## config.mk

```make
export PLATFORM = sky130hd
export DESIGN_NAME = tbgw_div
export DESIGN_NICKNAME = d
export VERILOG_FILES = /design/src/rtl/core/tbgw_pkg.sv /design/src/rtl/core/tbgw_div.sv
export SDC_FILE = /design/constraint.sdc
export NUM_CORES = 2
export LEC_CHECK = 0
export ABC_CLOCK_PERIOD_IN_PS = 9400
export BUFFER_PORTS_ARGS = -buffer_cell sky130_fd_sc_hd__buf_2
export CORE_MARGIN = 10
export CORE_UTILIZATION = 55
export CTS_CLUSTER_SIZE = 20
export DETAILED_ROUTE_END_ITERATION = 8
export GPL_TIMING_DRIVEN = 1
export PLACE_DENSITY = 0.82
export SYNTH_ARGS = -nofsm -noshare
export SYNTH_HDL_FRONTEND = slang
export SYNTH_SLANG_ARGS = --single-unit
```

## constraint.sdc

```tcl
create_clock -name clk -period 9.4 [get_ports clk]
set_input_delay 1.88 -clock clk [delete_from_list [all_inputs] [get_ports clk]]
set_output_delay 1.88 -clock clk [all_outputs]
set_load 0.01 [all_outputs]
```

## src/rtl/core/tbgw_pkg.sv

```systemverilog
// Package for the two-body grid warp unit: widths, register indexes,
// reset values and the side-channel word type; the widths are shared by all modules.
// Depends on nothing.
`default_nettype none

package tbgw_pkg;

  localparam int COORD_FRAC_BITS = 8;
  localparam int COORD_W         = 24;
  localparam int DIFF_W          = COORD_W + 1;
  localparam int SQ_W            = 2 * DIFF_W;
  localparam int ROOT_W          = SQ_W / 2;
  localparam int REM_W           = ROOT_W + 2;
  localparam int FALL_W          = 16;
  localparam int DIST_W          = FALL_W + COORD_FRAC_BITS;
  localparam int STR_W           = 16;
  localparam int NUM_W           = STR_W + DIST_W;
  localparam int PROD_W          = DIFF_W + STR_W + 1;
  localparam int SUM_W           = PROD_W + 1;
  localparam int SQRT_STAGES     = ROOT_W;
  localparam int DIV_STAGES      = STR_W;
  // Side data travels from the difference stage to the strength output.
  localparam int SIDE_DEPTH      = 3 + SQRT_STAGES + 2 + DIV_STAGES;
  localparam int PIPE_DEPTH      = SIDE_DEPTH + 3;
  localparam int CFG_IDX_W       = 3;
  localparam int CFG_DATA_W      = 24;
  localparam int TDATA_W         = 2 * COORD_W;

  localparam logic signed [COORD_W-1:0] COORD_MAX = {1'b0, {(COORD_W-1){1'b1}}};
  localparam logic signed [COORD_W-1:0] COORD_MIN = {1'b1, {(COORD_W-1){1'b0}}};

  localparam logic [COORD_W-1:0] RST_FIRST_X  = 24'd204800;
  localparam logic [COORD_W-1:0] RST_FIRST_Y  = 24'd128000;
  localparam logic [COORD_W-1:0] RST_SECOND_X = 24'd303206;
  localparam logic [COORD_W-1:0] RST_SECOND_Y = 24'd128000;
  localparam logic [FALL_W-1:0]  RST_FALLOFF  = 16'd3000;
  localparam logic [STR_W-1:0]   RST_PEAK     = 16'd32768;

  typedef enum logic [CFG_IDX_W-1:0] {
    REG_FIRST_X  = 3'd0,
    REG_FIRST_Y  = 3'd1,
    REG_SECOND_X = 3'd2,
    REG_SECOND_Y = 3'd3,
    REG_FALLOFF  = 3'd4,
    REG_PEAK     = 3'd5
  } cfg_reg_t;

  // Vertex and body offsets carried alongside the distance math.
  typedef struct packed {
    logic signed [COORD_W-1:0] vx;
    logic signed [COORD_W-1:0] vy;
    logic signed [DIFF_W-1:0]  dx1;
    logic signed [DIFF_W-1:0]  dy1;
    logic signed [DIFF_W-1:0]  dx2;
    logic signed [DIFF_W-1:0]  dy2;
  } side_t;

endpackage

`default_nettype wire

```

## src/rtl/core/tbgw_div.sv

```systemverilog
// Pipelined restoring divider for the strength quotient, one bit per stage.
// Depends on tbgw_pkg.
`default_nettype none

module tbgw_div (
  input  wire                          clk,
  input  wire                          en,
  input  wire  [tbgw_pkg::NUM_W-1:0]   num_in,
  input  wire  [tbgw_pkg::DIST_W-1:0]  den_in,
  output logic [tbgw_pkg::STR_W-1:0]   quo_out
);
  import tbgw_pkg::*;

  typedef struct packed {
    logic [NUM_W-1:0]  rem;
    logic [DIST_W-1:0] den;
    logic [STR_W-1:0]  quo;
  } dv_stage_t;

  dv_stage_t stg      [DIV_STAGES];
  dv_stage_t stg_next [DIV_STAGES];

  // Subtract the divisor shifted to the bit under test when it fits.
  function automatic dv_stage_t dv_step(dv_stage_t s, int sh);
    dv_stage_t        r;
    logic [NUM_W-1:0] dsh;
    logic             ge;
    dsh   = NUM_W'(s.den) << sh;
    ge    = (s.rem >= dsh);
    r.den = s.den;
    r.rem = ge ? (s.rem - dsh) : s.rem;
    r.quo = {s.quo[STR_W-2:0], ge};
    return r;
  endfunction

  // The quotient is below 2^STR_W, so the highest bit tried is STR_W-1.
  always_comb begin
    stg_next[0] = dv_step('{rem: num_in, den: den_in, quo: '0}, STR_W - 1);
    for (int k = 1; k < DIV_STAGES; k++) begin
      stg_next[k] = dv_step(stg[k-1], STR_W - 1 - k);
    end
  end

  always_ff @(posedge clk) begin
    if (en) begin
      for (int k = 0; k < DIV_STAGES; k++) begin
        stg[k] <= stg_next[k];
      end
    end
  end

  assign quo_out = stg[DIV_STAGES-1].quo;

endmodule

`default_nettype wire

```

After elaboration in Yosys (flattened, before gate mapping)

Memories as Yosys holds them, arrays and structs flattened.
Index checks and enable logic that the tools add are counted.
Widths: inputs -> output; s select.

Output and inout port bits: 16
Register bits after elaboration: 0
Bits in writable memories: 1,280
Memories: 1
Logic and storage cells: 51

Mux-type cells: 18
Order comparisons: 16
Add/subtract/negate cells: 16

Memory list:

| name | depth | bits a word | read ports | clocked after Yosys merged registers in | wr ports | RTL line       | RTL |
|---|---|---|---|---|---|---|---|
| stg  | 16    | 80          | 16         | 0                                       | 16       | tbgw_div.sv:20 | `dv_stage_t stg [DIV_STAGES];` |

Operator list:

| operator         | count |
|---|---|
| $mux 40          | 16 |
| $ge 40x24->1     | 1 |
| $ge 40x25->1     | 1 |
| $ge 40x26->1     | 1 |
| $ge 40x27->1     | 1 |
| $ge 40x28->1     | 1 |
| $ge 40x29->1     | 1 |
| $ge 40x30->1     | 1 |
| $ge 40x31->1     | 1 |
| $ge 40x32->1     | 1 |
| $ge 40x33->1     | 1 |
| $ge 40x34->1     | 1 |
| $ge 40x35->1     | 1 |
| $ge 40x36->1     | 1 |
| $ge 40x37->1     | 1 |
| $ge 40x38->1     | 1 |
| $ge 40x39->1     | 1 |
| $sub 40x24->40   | 1 |
| $sub 40x25->40   | 1 |
| $sub 40x26->40   | 1 |
| $sub 40x27->40   | 1 |
| $sub 40x28->40   | 1 |
| $sub 40x29->40   | 1 |
| $sub 40x30->40   | 1 |
| other kinds (10) | 11 |

Depth between registers and ports, before layout

An unclocked memory read counts as a cell.

Depth in word-level cells: 3
Mapped depth: 14

Worst setup path before layout

No wires, ideal clock.

Kind: input-to-reg
From: in den_in[13] (netlist name)
To: mem stg[0][75] (netlist name), data pin
Setup time: 0.260 ns
Buffers on the path: 2
Setup slack: 4.680 ns
Data arrival time: 4.461 ns
Stages: 12
Data required time: 9.140 ns
Cells stage by stage: inv_1 > ha_1 > or4b_2 > nor4_1 > nand4b_1 > nor4_1 > nor2_1 > o21ai_0 > a2111o_1 > buf_2 > buf_2 > mux2_2

RTL lines:

| element         | RTL line       | RTL |
|---|---|---|
| start, declared | tbgw_div.sv:9  | `input wire [tbgw_pkg::DIST_W-1:0] den_in,` |
| end, declared   | tbgw_div.sv:20 |  |

==> summary.txt <==
Outcome
  • Status: finished, final reports clean

Drt
  • Routed Antenna Nets: 0
  • Vias: slightly below 40,000
  • Drt via density: between 5 and 6
  • Wire per inst: ~17 um
  • 1st-pass router iterations: 7
  • Final wirelength: 117,000 um
  • Initial drt markers: 2,272
  • DRC errors left: 0

Pwr
  • Sequential share of power: between 30% and 40%
  • Worst VDD drop: 0.168 mV
  • Leakage Power: between 0.02 and 0.03 uW
  • Clock share of power: approximately 23%
  • Internal: 12,700 uW
  • Switching portion of total power: 34.2%
  • Comb power frac: a little under two fifths
  • PwrDens: 296 nW/um^2
  • Switching power: 6590 uW

Clocking
  • Clk root buf: clkbuf_16
  • Clock net sink count: 1,096
  • Inserted Clock Buffers: 112
  • Worst-Skew Late Latency: 0.71 ns
  • Clock buffer depth: 3
  • H-tree Lvls: 3
  • Post-CTS Resized: 0
  • CTS tree: yes
  • Clk slew on worst S/H paths: 0.07 ns
  • Cts hold-fix bufs: 0
  • Setup Buffers After CTS: 0

Setup path
  • Worst-path cell chain: buf_2, inv_1, ha_1, or4b_2, nor4_1, nand4b_1, nor4_1, nor2_1, o21ai_0, a2111o_1, mux2_2
  • CP Data Arrival Time: roughly 6.1 ns
  • Crit-path most repeated cell: nor4_1
  • Slowest CP cell: a2111o_1
  • Critical path required time: slightly below 10 ns
  • Crit path max fanout: 26
  • Critical path origin: den_in[13]
  • Max incr delay on CP: 0.96 ns
  • Startpoint Class: input pin
  • Crit Path Class: input pin to register
  • R2r endpoint: stg[0][153]
  • Setup slack, reg-to-reg: 5.01 ns
  • CP Capture Type: register
  • Worst reg-to-reg path cell count: 12
  • Critical R2R Launch: stg[0][54]

Synth
  • Post-synthesis cell count: 5,257
  • Synth area leader: edfxtp_1
  • Top cell type's share of synthesized area: a little under three fifths
  • Post-synth ARST share: 0%
  • Net Count, Synth: 5,722
  • Number of library cell types mapped by synthesis: 81
  • Main synth FF type: edfxtp_1
  • Post-synthesis sequential element count: 1,096
  • Sequential fraction of the synthesis area: 55.3%
  • Synth Cell Area: 59,500 sq um
  • Ys Warns: 0
  • Synth area leaders: edfxtp_1 (55%), ha_1 (8.1%), xnor2_1 (3.6%)
  • Avg Cell Area, Syn: 11.3 sq um
  • EDFF count, synth: 1,096

STA
  • Final setup viols: 0
  • Crit path time final: 5.65 ns
  • Fin crit share: 60.1%
  • Final-report hold violation count: 0
  • RSZ-0062 raised after global routing: false
  • Slew Viols, Final: 0
  • Final setup TNS: 0 ns
  • Setup Skew: 0.0211 ns
  • Max-slew headroom: 8.70%
  • Worst-margin pin slew: 1.33 ns
  • Fmax: 0.177 GHz
  • Min setup slack post-route: ~3.7 ns

Global route
  • Number of global-route vias before repair: about 40,000
  • Initial antenna violation count: 0
  • Largest net degree at the start of global routing: 204
  • GR Util All Layers: between 10% and 20%
  • First-pass GRT wire length: 190,000 um
  • GRT overflow: 0

Floorplan
  • Num ports: about 80
  • DIE WIDTH: 349 um
  • Die area: around 120,000 sq um
  • Initial Utilization: approximately 56%
  • Row count: 120
  • DIE HEIGHT: 349 um
  • Area of the core: 107,000 sq um

Placement
  • Placer Congestion: 0.967
  • Pre-CTS setup slack: 2.96 ns
  • DP HPWL: between 80,000 and 90,000 um
  • IO buf count: 81

Layout
  • Max reg flops: 1,096
  • ANT cells: 0
  • Commonest cells after routing, fill and taps aside: edfxtp_1 (1,096), inv_1 (486), a21oi_1 (419), ha_1 (384), nand2_1 (375)
  • Most common cell after layout, fill and taps aside: edfxtp_1
  • Reg with most FFs: stg
  • Fill count: 8,256
  • P&R area growth vs syn: 9.28%
  • Layout cells sized above 1: 7.17%
  • Regs by FF count: stg x1096
  • # nets final: 5,817

Worst hold path
  • Cell count of the worst hold path: 0
  • Hold Crit Start: stg[1][485]
  • Worst min path class: register to register
  • Hold endpoint: stg[1][566]

Run
  • Maximum capacitance violations: 0
-- worst max path at each step --
stage / cells after the start / endpoint / slack (ns)
finish: 11 / stg[0][61] / 3.75
global route: 11 / stg[0][61] / 3.59
CTS: 11 / stg[0][61] / 3.71
detailed placement: 11 / stg[0][61] / 2.96
global placement: 11 / stg[0][58] / 2.96
floorplan: 12 / stg[0][75] / 4.68
-- synth_stat cells (18+ instances only) --
cell and number:
xnor2_1 243, xor2_1 162, o21ai_0 344, nand3_1 68, nand2_1 375, nor2_1 370, or3_1 37, inv_1 486
a211oi_1 45, nor4_1 55, a21o_1 149, nor2b_1 59, o21a_1 59, nor4b_1 18, o21bai_1 40, nor3_1 93
a21oi_1 421, mux2_2 82, and3_1 22, o211ai_1 29, a31oi_1 38, a211o_1 21, or4_1 30, o31ai_1 31
ha_1 384, nand4_1 71, nand2b_1 68, edfxtp_1 1096, clkbuf_1 85
-- area by class of cell --
type / instances / area, sq um / share of cell area [%]
inverter: 490 / 1840 / 2.83
tap: 1403 / 1760 / 2.70
multi-input combinational: 3545 / 24300 / 37.3
clock inverter: 76 / 742 / 1.14
clock buffer: 123 / 2890 / 4.44
timing repair buffer: 107 / 648 / 0.996
sequential: 1096 / 32900 / 50.6
-- stage by stage --
stage	instances	hold WS (ns)	util (%)	cell area, sq um	power, uW
2_1_floorplan	5257	0.400	-	59500	13100
3_3_place_gp	6641	0.401	57.3	61400	14500
3_5_place_dp	6641	0.405	57.3	61400	14800
4_1_cts	6840	0.402	60.7	65100	19200
5_1_grt	6840	0.419	60.7	65100	20400
6_report	6840	0.414	60.7	65100	19200
-- routing by layer --
layer | part of all wire, % | vias up | global-route usage, %
li1 | - | 19528 | -
met4 | 6.4 | 0 | 11.4
met2 | 54 | 1044 | 37.0
met1 | 36 | 18537 | 18.1
met5 | 0 | - | 0
met3 | 3.4 | 396 | 2.52
-- power by group through the flow --
stage                     Clock, uW  Sequential (uW)  Combinational, uW
after floorplan                   0             7410               5660
after global placement            0             7590               6950
after detailed placement          0             7630               7160
after CTS                      4470             7540               7220
after global routing           4670             7670               8110
final                          4380             7560               7300
-- critical path: cells and delay by family --
| family | cells | cell delay (ns) |
|---|---|---|
| buf+inv | 2 | 0.13 |
| compound gates | 2 | 1.26 |
| mux | 1 | 0.43 |
| fa+ha+maj | 1 | 0.53 |
| simple gates | 5 | 1.84 |
-- cells by family (layout without fill, tap and decap cells) --
group	Yosys count	in the layout	synth area share, %
flops	1096	1096	55.3
simple gates	1334	1334	10.9
compound gates	1321	1321	13.7
fa+ha+maj	399	399	8.57
mux	86	86	1.62
xor+xnor	405	405	5.96
buf+inv	616	796	4.03
(Power assumes the default switching activity.)
