<file path="src/rtl/core/tbgw_pkg.sv">
// Package for the two-body grid warp unit: widths, register indexes,
// reset values and the side-channel word type; the widths are shared by all modules.
// Depends on nothing.
`default_nettype none

package tbgw_pkg;

  localparam int COORD_FRAC_BITS = 8;
  localparam int COORD_W         = 24;
  localparam int DIFF_W          = COORD_W + 1;
  localparam int SQ_W            = 2 * DIFF_W;
  localparam int ROOT_W          = SQ_W / 2;
  localparam int REM_W           = ROOT_W + 2;
  localparam int FALL_W          = 16;
  localparam int DIST_W          = FALL_W + COORD_FRAC_BITS;
  localparam int STR_W           = 16;
  localparam int NUM_W           = STR_W + DIST_W;
  localparam int PROD_W          = DIFF_W + STR_W + 1;
  localparam int SUM_W           = PROD_W + 1;
  localparam int SQRT_STAGES     = ROOT_W;
  localparam int DIV_STAGES      = STR_W;
  // Side data travels from the difference stage to the strength output.
  localparam int SIDE_DEPTH      = 3 + SQRT_STAGES + 2 + DIV_STAGES;
  localparam int PIPE_DEPTH      = SIDE_DEPTH + 3;
  localparam int CFG_IDX_W       = 3;
  localparam int CFG_DATA_W      = 24;
  localparam int TDATA_W         = 2 * COORD_W;

  localparam logic signed [COORD_W-1:0] COORD_MAX = {1'b0, {(COORD_W-1){1'b1}}};
  localparam logic signed [COORD_W-1:0] COORD_MIN = {1'b1, {(COORD_W-1){1'b0}}};

  localparam logic [COORD_W-1:0] RST_FIRST_X  = 24'd204800;
  localparam logic [COORD_W-1:0] RST_FIRST_Y  = 24'd128000;
  localparam logic [COORD_W-1:0] RST_SECOND_X = 24'd303206;
  localparam logic [COORD_W-1:0] RST_SECOND_Y = 24'd128000;
  localparam logic [FALL_W-1:0]  RST_FALLOFF  = 16'd3000;
  localparam logic [STR_W-1:0]   RST_PEAK     = 16'd32768;

  typedef enum logic [CFG_IDX_W-1:0] {
    REG_FIRST_X  = 3'd0,
    REG_FIRST_Y  = 3'd1,
    REG_SECOND_X = 3'd2,
    REG_SECOND_Y = 3'd3,
    REG_FALLOFF  = 3'd4,
    REG_PEAK     = 3'd5
  } cfg_reg_t;

  // Vertex and body offsets carried alongside the distance math.
  typedef struct packed {
    logic signed [COORD_W-1:0] vx;
    logic signed [COORD_W-1:0] vy;
    logic signed [DIFF_W-1:0]  dx1;
    logic signed [DIFF_W-1:0]  dy1;
    logic signed [DIFF_W-1:0]  dx2;
    logic signed [DIFF_W-1:0]  dy2;
  } side_t;

endpackage

`default_nettype wire

</file>
<file path="src/rtl/core/tbgw_sqrt.sv">
// Pipelined integer square root, one result bit per stage.
// Depends on tbgw_pkg.
`default_nettype none

module tbgw_sqrt (
  input  wire                          clk,
  input  wire                          en,
  input  wire  [tbgw_pkg::SQ_W-1:0]    n_in,
  output logic [tbgw_pkg::ROOT_W-1:0]  root_out
);
  import tbgw_pkg::*;

  typedef struct packed {
    logic [SQ_W-1:0]   n;
    logic [REM_W-1:0]  rem;
    logic [ROOT_W-1:0] root;
  } sq_stage_t;

  sq_stage_t stg      [SQRT_STAGES];
  sq_stage_t stg_next [SQRT_STAGES];

  // One digit: bring in two bits of the radicand and try a root bit of one.
  function automatic sq_stage_t sq_step(sq_stage_t s);
    sq_stage_t          r;
    logic [REM_W-1:0]   acc;
    logic [REM_W-1:0]   trial;
    acc   = {s.rem[REM_W-3:0], s.n[SQ_W-1:SQ_W-2]};
    trial = {s.root, 2'b01};
    r.n   = {s.n[SQ_W-3:0], 2'b00};
    if (acc >= trial) begin
      r.rem  = acc - trial;
      r.root = {s.root[ROOT_W-2:0], 1'b1};
    end else begin
      r.rem  = acc;
      r.root = {s.root[ROOT_W-2:0], 1'b0};
    end
    return r;
  endfunction

  // Next value of every stage from the stage before it.
  always_comb begin
    stg_next[0] = sq_step('{n: n_in, rem: '0, root: '0});
    for (int k = 1; k < SQRT_STAGES; k++) begin
      stg_next[k] = sq_step(stg[k-1]);
    end
  end

  always_ff @(posedge clk) begin
    if (en) begin
      for (int k = 0; k < SQRT_STAGES; k++) begin
        stg[k] <= stg_next[k];
      end
    end
  end

  assign root_out = stg[SQRT_STAGES-1].root;

endmodule

`default_nettype wire

</file>
<file path="config.mk">
export PLATFORM = sky130hd
export DESIGN_NAME = tbgw_sqrt
export DESIGN_NICKNAME = d
export VERILOG_FILES = /design/src/rtl/core/tbgw_pkg.sv /design/src/rtl/core/tbgw_sqrt.sv
export SDC_FILE = /design/constraint.sdc
export NUM_CORES = 2
export LEC_CHECK = 0
export BUFFER_PORTS_ARGS = -buffer_cell sky130_fd_sc_hd__buf_2
export CORE_UTILIZATION = 35
export CTS_BUF_LIST = sky130_fd_sc_hd__clkbuf_8
export CTS_CLUSTER_SIZE = 40
export DETAILED_ROUTE_END_ITERATION = 8
export GPL_TIMING_DRIVEN = 0
export PLACE_DENSITY = 0.5
export SKIP_LAST_GASP = 1
export SLEW_MARGIN = 20
export SYNTH_ARGS = -nofsm -noshare
export SYNTH_HDL_FRONTEND = slang
export SYNTH_SLANG_ARGS = --single-unit
</file>
<file path="constraint.sdc">
create_clock -name clk -period 4.4 [get_ports clk]
set_clock_uncertainty 0.2 [all_clocks]
set_input_delay 0.88 -clock clk [delete_from_list [all_inputs] [get_ports clk]]
set_output_delay 0.88 -clock clk [all_outputs]
set_load 0.02 [all_outputs]
</file>
; After elaboration in Yosys (flattened, before gate mapping)
; Memories as Yosys holds them, arrays and structs flattened.
; Index checks and enable logic that the tools add are counted.
[totals]
register_bits = 0
mem_bits_rw = 2500
memories = 1
[mem_list]
columns = name, depth, width, read_ports, rd_ports_with_merged_regs, write_ports, line_no
row1 = stg, 25, 100, 25, 0, 25, tbgw_sqrt.sv:19  ; sq_stage_t stg [SQRT_STAGES];
[classes]
addsub = 25
n_lt_le_gt_ge = 25
muxes = 27
[ops]
columns = op, n
row1 = $mux W52, 25
row2 = $ge A27 B27 Y1, 24
row3 = $sub A27 B27 Y27, 24
row4 = $sub A2 B1 Y3 const B, 1
row5 = $ge A2 B1 Y1 const B, 1
row6 = $mux W1, 2

; Logic depth before layout (Yosys ltp)
; An unclocked memory read counts as a cell.
[logic_depth]
word_depth = 3
depth_mapped = 15
mapped_depth_nobuf = 13

; Worst setup path after synthesis
; Ideal clock, no wire load.
[synth_timing]
path_kind = reg-to-reg
start = memory stg[1][626] in the netlist's numbering
end = memory stg[1][726] in the netlist's numbering (data pin)
setup_time_ns = 0.260
arrival_ns = 2.786
t_required_ns = 3.940
setup_slack_ns = 1.154
stages_incl_launch_ff = 13
n_path_buf = 2
synth_period_minus_slack_ns = 3.246
cell_sequence = edfxtp_1 > ha_1 > a21oi_1 > nand2_1 > a221oi_2 > a21boi_1 > o31ai_1 > a21oi_1 > a221o_1 > a211oi_2 > buf_2 > buf_2 > o21ai_0
[synth_rtl]
columns = element, line_no
row1 = "start, declared", tbgw_sqrt.sv:19

==> results.txt <==
- Clock Tree Buf Depth: 4
- In this run, synthesis inferred 1492 flip-flops with an integrated enable.
- The pre-antenna-repair detailed-routing pass consisted of 5 iterations.
- After clock tree synthesis, the clock-pin slew on the worst setup and hold paths is ~50 ps.
- The clock reaches the later pin of the worst-skew pair after just under 1000 ps.
- The worst hold path terminates at stg[0][1481].
* Worst reg-to-reg path cell count: 14
* Sum of overflow across all layers after global routing: 0
- Number of levels the H-tree was split into: 5
- Wire length of the first global-routing pass: 212000 um
* Starting density of the core: 35.2%
* Cell types occupying the most area after synthesis: sky130_fd_sc_hd__edfxtp_1, sky130_fd_sc_hd__ha_1, sky130_fd_sc_hd__xnor2_1, sky130_fd_sc_hd__xor2_1, sky130_fd_sc_hd__inv_1
* Power share of the clock group: 32.1%
- In the global route stage, overall resource usage came out at between 10% and 20%.
- Adder-cell share of the synthesized area: about 6.4%
- Chip width: 444 um
- sky130_fd_sc_hd__edfxtp_1 takes more of the synthesized area than any other cell.
- The largest registers in the layout are stg (1492).
* Slew at the pin closest to its max-slew limit: ~980 ps
- For this design the ratio of total power to cell area is between 400 and 500 nW/um^2.
- Of the post-synthesis cell area, the part taken by muxes is under 10%.
* Xor-xnor portion of the synthesized cell area: under 10%
* Worst hold slack across all endpoints: roughly 180 ps
- By area, the combinational part of the netlist is dominated by simple AND/OR/NAND/NOR gates.
* Critical R2R Launch: stg[1][601]
- Endpoint kind of the worst setup timing path: register
- After layout, the design draws a total of between 30000 and 40000 uW.
- Detail Route Antenna Nets: 0
- Syn avg cell area: ~13 sq um
- Number of antenna violations at the first check in global routing: 3
- TritonCTS clock tree: yes
* Startpoint of the most critical hold path: stg[0][1379]
- After Yosys synthesis, and, or, nand and nor cells account for roughly 9.2% of the synthesized area.
- Number of fillers in the final layout: around 18k
- Post-synthesis compound-gate area fraction: a little under a tenth
- The number of setup buffers added after CTS is 0.
* Logic gate share of total power: between 10% and 20%
- Area of the die: about 200000 sq um
- The path class of the tightest hold or removal check is reg2reg.
- Netlist area before placement: 68500 sq um
- The final max-slew violation count is 0.
- Number of instances in the synthesized netlist: between 5k and 6k
* Max FFs per register: 1492
- Along the worst hold path, the cell count comes to 0.
* Switching power: 10700 uW
* Signal arrival time at the worst endpoint: 4760 ps
- Number of synthesis warnings: 0
* Critical path fanouts, max: 10
- Placeable Area: 195000 sq um
* Top-area cell type share of the netlist area: between 60% and 70%
- Sequential cells account for ~49% of the total power.
- Wirelength per Cell: 15.9 um
* Worst Setup Path Type: reg2reg
* Detailed Route WL: between 100000 and 150000 um
- Worst IR drop on VDD: ~0.00029 V
- After detailed routing, the number of remaining DRC violations is 0.
* Via count: 40.2k
- In this run switching power makes up between 20% and 30% of total power.
* Via count of the first global-routing pass: between 40k and 50k
* Final critical-path required period: approximately 4200 ps
- Worst Path Required: between 4000 and 5000 ps
* Height of the die: 444 um
* Count of routing violations after the opening detailed-route iteration: approximately 2.1k
- Placer congestion estimate: approximately 0.85
- TritonCTS Sinks: 1492
- Adding up every negative setup slack in the final design gives 0 ps.
* Headroom to the max-slew limit: around a third
* Endpoint of the lowest-slack register-to-register path: stg[1][747]
- Entering global routing, the biggest net connects 145 pins.
- The count of final hold-check violations was 0.
- Clock tree synthesis inserted a total of about 290 buffers.
- Layout Area Growth over Synthesis: 14.1%
* Multi-input gate area in the final layout: 21500 sq um
- Using the TritonRoute via totals, the vias-per-cell ratio works out to around 4.8.
- Sequential cell area: approximately 45000 sq um
- Main flop type after synthesis: sky130_fd_sc_hd__edfxtp_1
- Final design utilization: between 40% and 50%
- # IOs: between 70 and 80
- Leakage component of the power: 0.0302 uW
- Synthesis instantiated 87 different standard cells from the library.
- R2R setup slack: around 160 ps
* Cell-internal power: 27600 uW
- Max Cap Viol: 0
- Number of buffer cells added on primary ports: 76
- stg holds more flip-flops than any other register.
* Final setup violation count: 0
- Site row count: around 160
* Ratio of cells with drive above 1 in the final layout: 10.1%
* Number of nets at the end of the flow: 6016
- Element type at the critical path start: register
- Post-synth net total: roughly 5.6k
* Result of the run: finished, final reports clean
- Derived from the worst setup path, the maximum achievable clock frequency is 0.236 GHz.
- For this run, the register share of the synthesized area comes to 65.4%.
- In the finished design, the share of the clock period the worst path needs comes to a little over nine tenths.
- Clock root buffer master: sky130_fd_sc_hd__clkbuf_8
- Post-synth ARST share: 0%
* DPL Wire Length: around 90000 um
* Number of synthesized register bits: about 1.5k
==> worst max path at each step <==
| stage | cells past startpoint | start | endpoint | slack [ps] |
|---|---|---|---|---|
| after detailed placement | 6 | en | stg[0][461] | -250 |
| after global placement | 1 | en | stg[0][359] | -21460 |
| final | 14 | stg[1][601] | stg[1][747] | 160 |
| after global routing | 13 | stg[1][301] | stg[1][440] | -9 |
| after floorplan | 12 | stg[1][626] | stg[1][726] | 1150 |
| after CTS | 12 | stg[1][526] | stg[1][639] | 20 |
==> worst max-delay path, cell delays in order (launching register included) <==
cell and delay [ps]:
sky130_fd_sc_hd__edfxtp_1 370, sky130_fd_sc_hd__inv_1 60, sky130_fd_sc_hd__ha_1 420, sky130_fd_sc_hd__a21oi_1 190, sky130_fd_sc_hd__nand2_1 140, sky130_fd_sc_hd__a221oi_2 310
sky130_fd_sc_hd__a21boi_1 170, sky130_fd_sc_hd__o31ai_2 320, sky130_fd_sc_hd__a21oi_1 200, sky130_fd_sc_hd__a221o_1 400, sky130_fd_sc_hd__a211oi_2 310, sky130_fd_sc_hd__buf_2 300
sky130_fd_sc_hd__buf_2 360, sky130_fd_sc_hd__nand2_1 130, sky130_fd_sc_hd__o41ai_1 120
==> power by group through the flow <==
| stage | Clock (uW) | Combinational (uW) | Sequential, uW |
|---|---|---|---|
| floorplan | 0 | 5290 | 18800 |
| global placement | 0 | 6940 | 19800 |
| detailed placement | 0 | 7030 | 19200 |
| CTS | 12900 | 7140 | 18900 |
| global route | 13500 | 7960 | 19100 |
| finish | 12300 | 7100 | 18900 |
==> placed cells by master, fill, tap and decap left out, drive strengths merged, types with 52 or more instances in the layout <==
master / count
ha: 351
nor2: 282
o21a: 71
buf: 134
o21ai: 294
a21oi: 317
nand2b: 73
nor3: 131
clkinv: 88
clkbuf: 359
a21o: 120
edfxtp: 1492
nand3: 71
xnor2: 239
nand2: 319
inv: 536
dlygate4sd3: 52
xor2: 205
mux2: 56
nor4: 60
nor2b: 56
==> what timing repair did <==
item	4_1_cts	5_1_grt
hold buffers	52	0
gates resized for setup	1	12
hold endpoints to repair	82	0
cloned	0	1
endpoints found under the setup margin	1	73
==> stage by stage <==
step           cell area [sq um]  setup slack, ps  instances
2_1_floorplan              68500             1150       5184
3_3_place_gp               72200           -21460       7884
3_5_place_dp               72500             -245       7896
4_1_cts                    78100             18.0       8427
5_1_grt                    78100            -8.78       8436
6_report                   78200              157       8438
==> cells in the mapped netlist, types with 60 or more instances <==
| cell type | instances |
|---|---|
| sky130_fd_sc_hd__nand2_1 | 319 |
| sky130_fd_sc_hd__o21ai_0 | 288 |
| sky130_fd_sc_hd__nor3_1 | 129 |
| sky130_fd_sc_hd__clkbuf_1 | 64 |
| sky130_fd_sc_hd__inv_1 | 452 |
| sky130_fd_sc_hd__edfxtp_1 | 1492 |
| sky130_fd_sc_hd__nand3_1 | 70 |
| sky130_fd_sc_hd__xor2_1 | 205 |
| sky130_fd_sc_hd__xnor2_1 | 239 |
| sky130_fd_sc_hd__o21a_1 | 71 |
| sky130_fd_sc_hd__ha_1 | 351 |
| sky130_fd_sc_hd__a21oi_1 | 317 |
| sky130_fd_sc_hd__a21o_1 | 120 |
| sky130_fd_sc_hd__nor4_1 | 60 |
| sky130_fd_sc_hd__nor2_1 | 282 |
| sky130_fd_sc_hd__nand2b_1 | 73 |
==> logic make-up (layout without fill, tap and decap cells) <==
logic type	Yosys count	in the layout
XOR/XNOR	444	444
AND/OR/NAND/NOR	1251	1251
multiplexers	64	64
other	1	11
adder cells (fa/ha/maj)	351	351
flip-flops	1492	1492
AO/OA/AOI/OAI	1015	1015
buffers and inverters	566	1186
==> layer usage <==
metal	vias up	wire (um)	track usage, %
met5	-	0	0
met4	0	6410	7.35
li1	20000	-	-
met2	804	62400	21.9
met1	19000	59700	16.5
met3	377	5420	2.62
==> area by class of cell <==
type	instances	share of cell area, %
flip-flops and latches	1492	57.3
clock buffers	292	5.14
repair buffers	141	1.63
plain buffers	112	0.695
diodes	10	0.0320
clock inverters	187	1.29
multi-input cells	3126	27.5
inverters	454	2.18
well taps	2624	4.20
(Power assumes the default switching activity.)
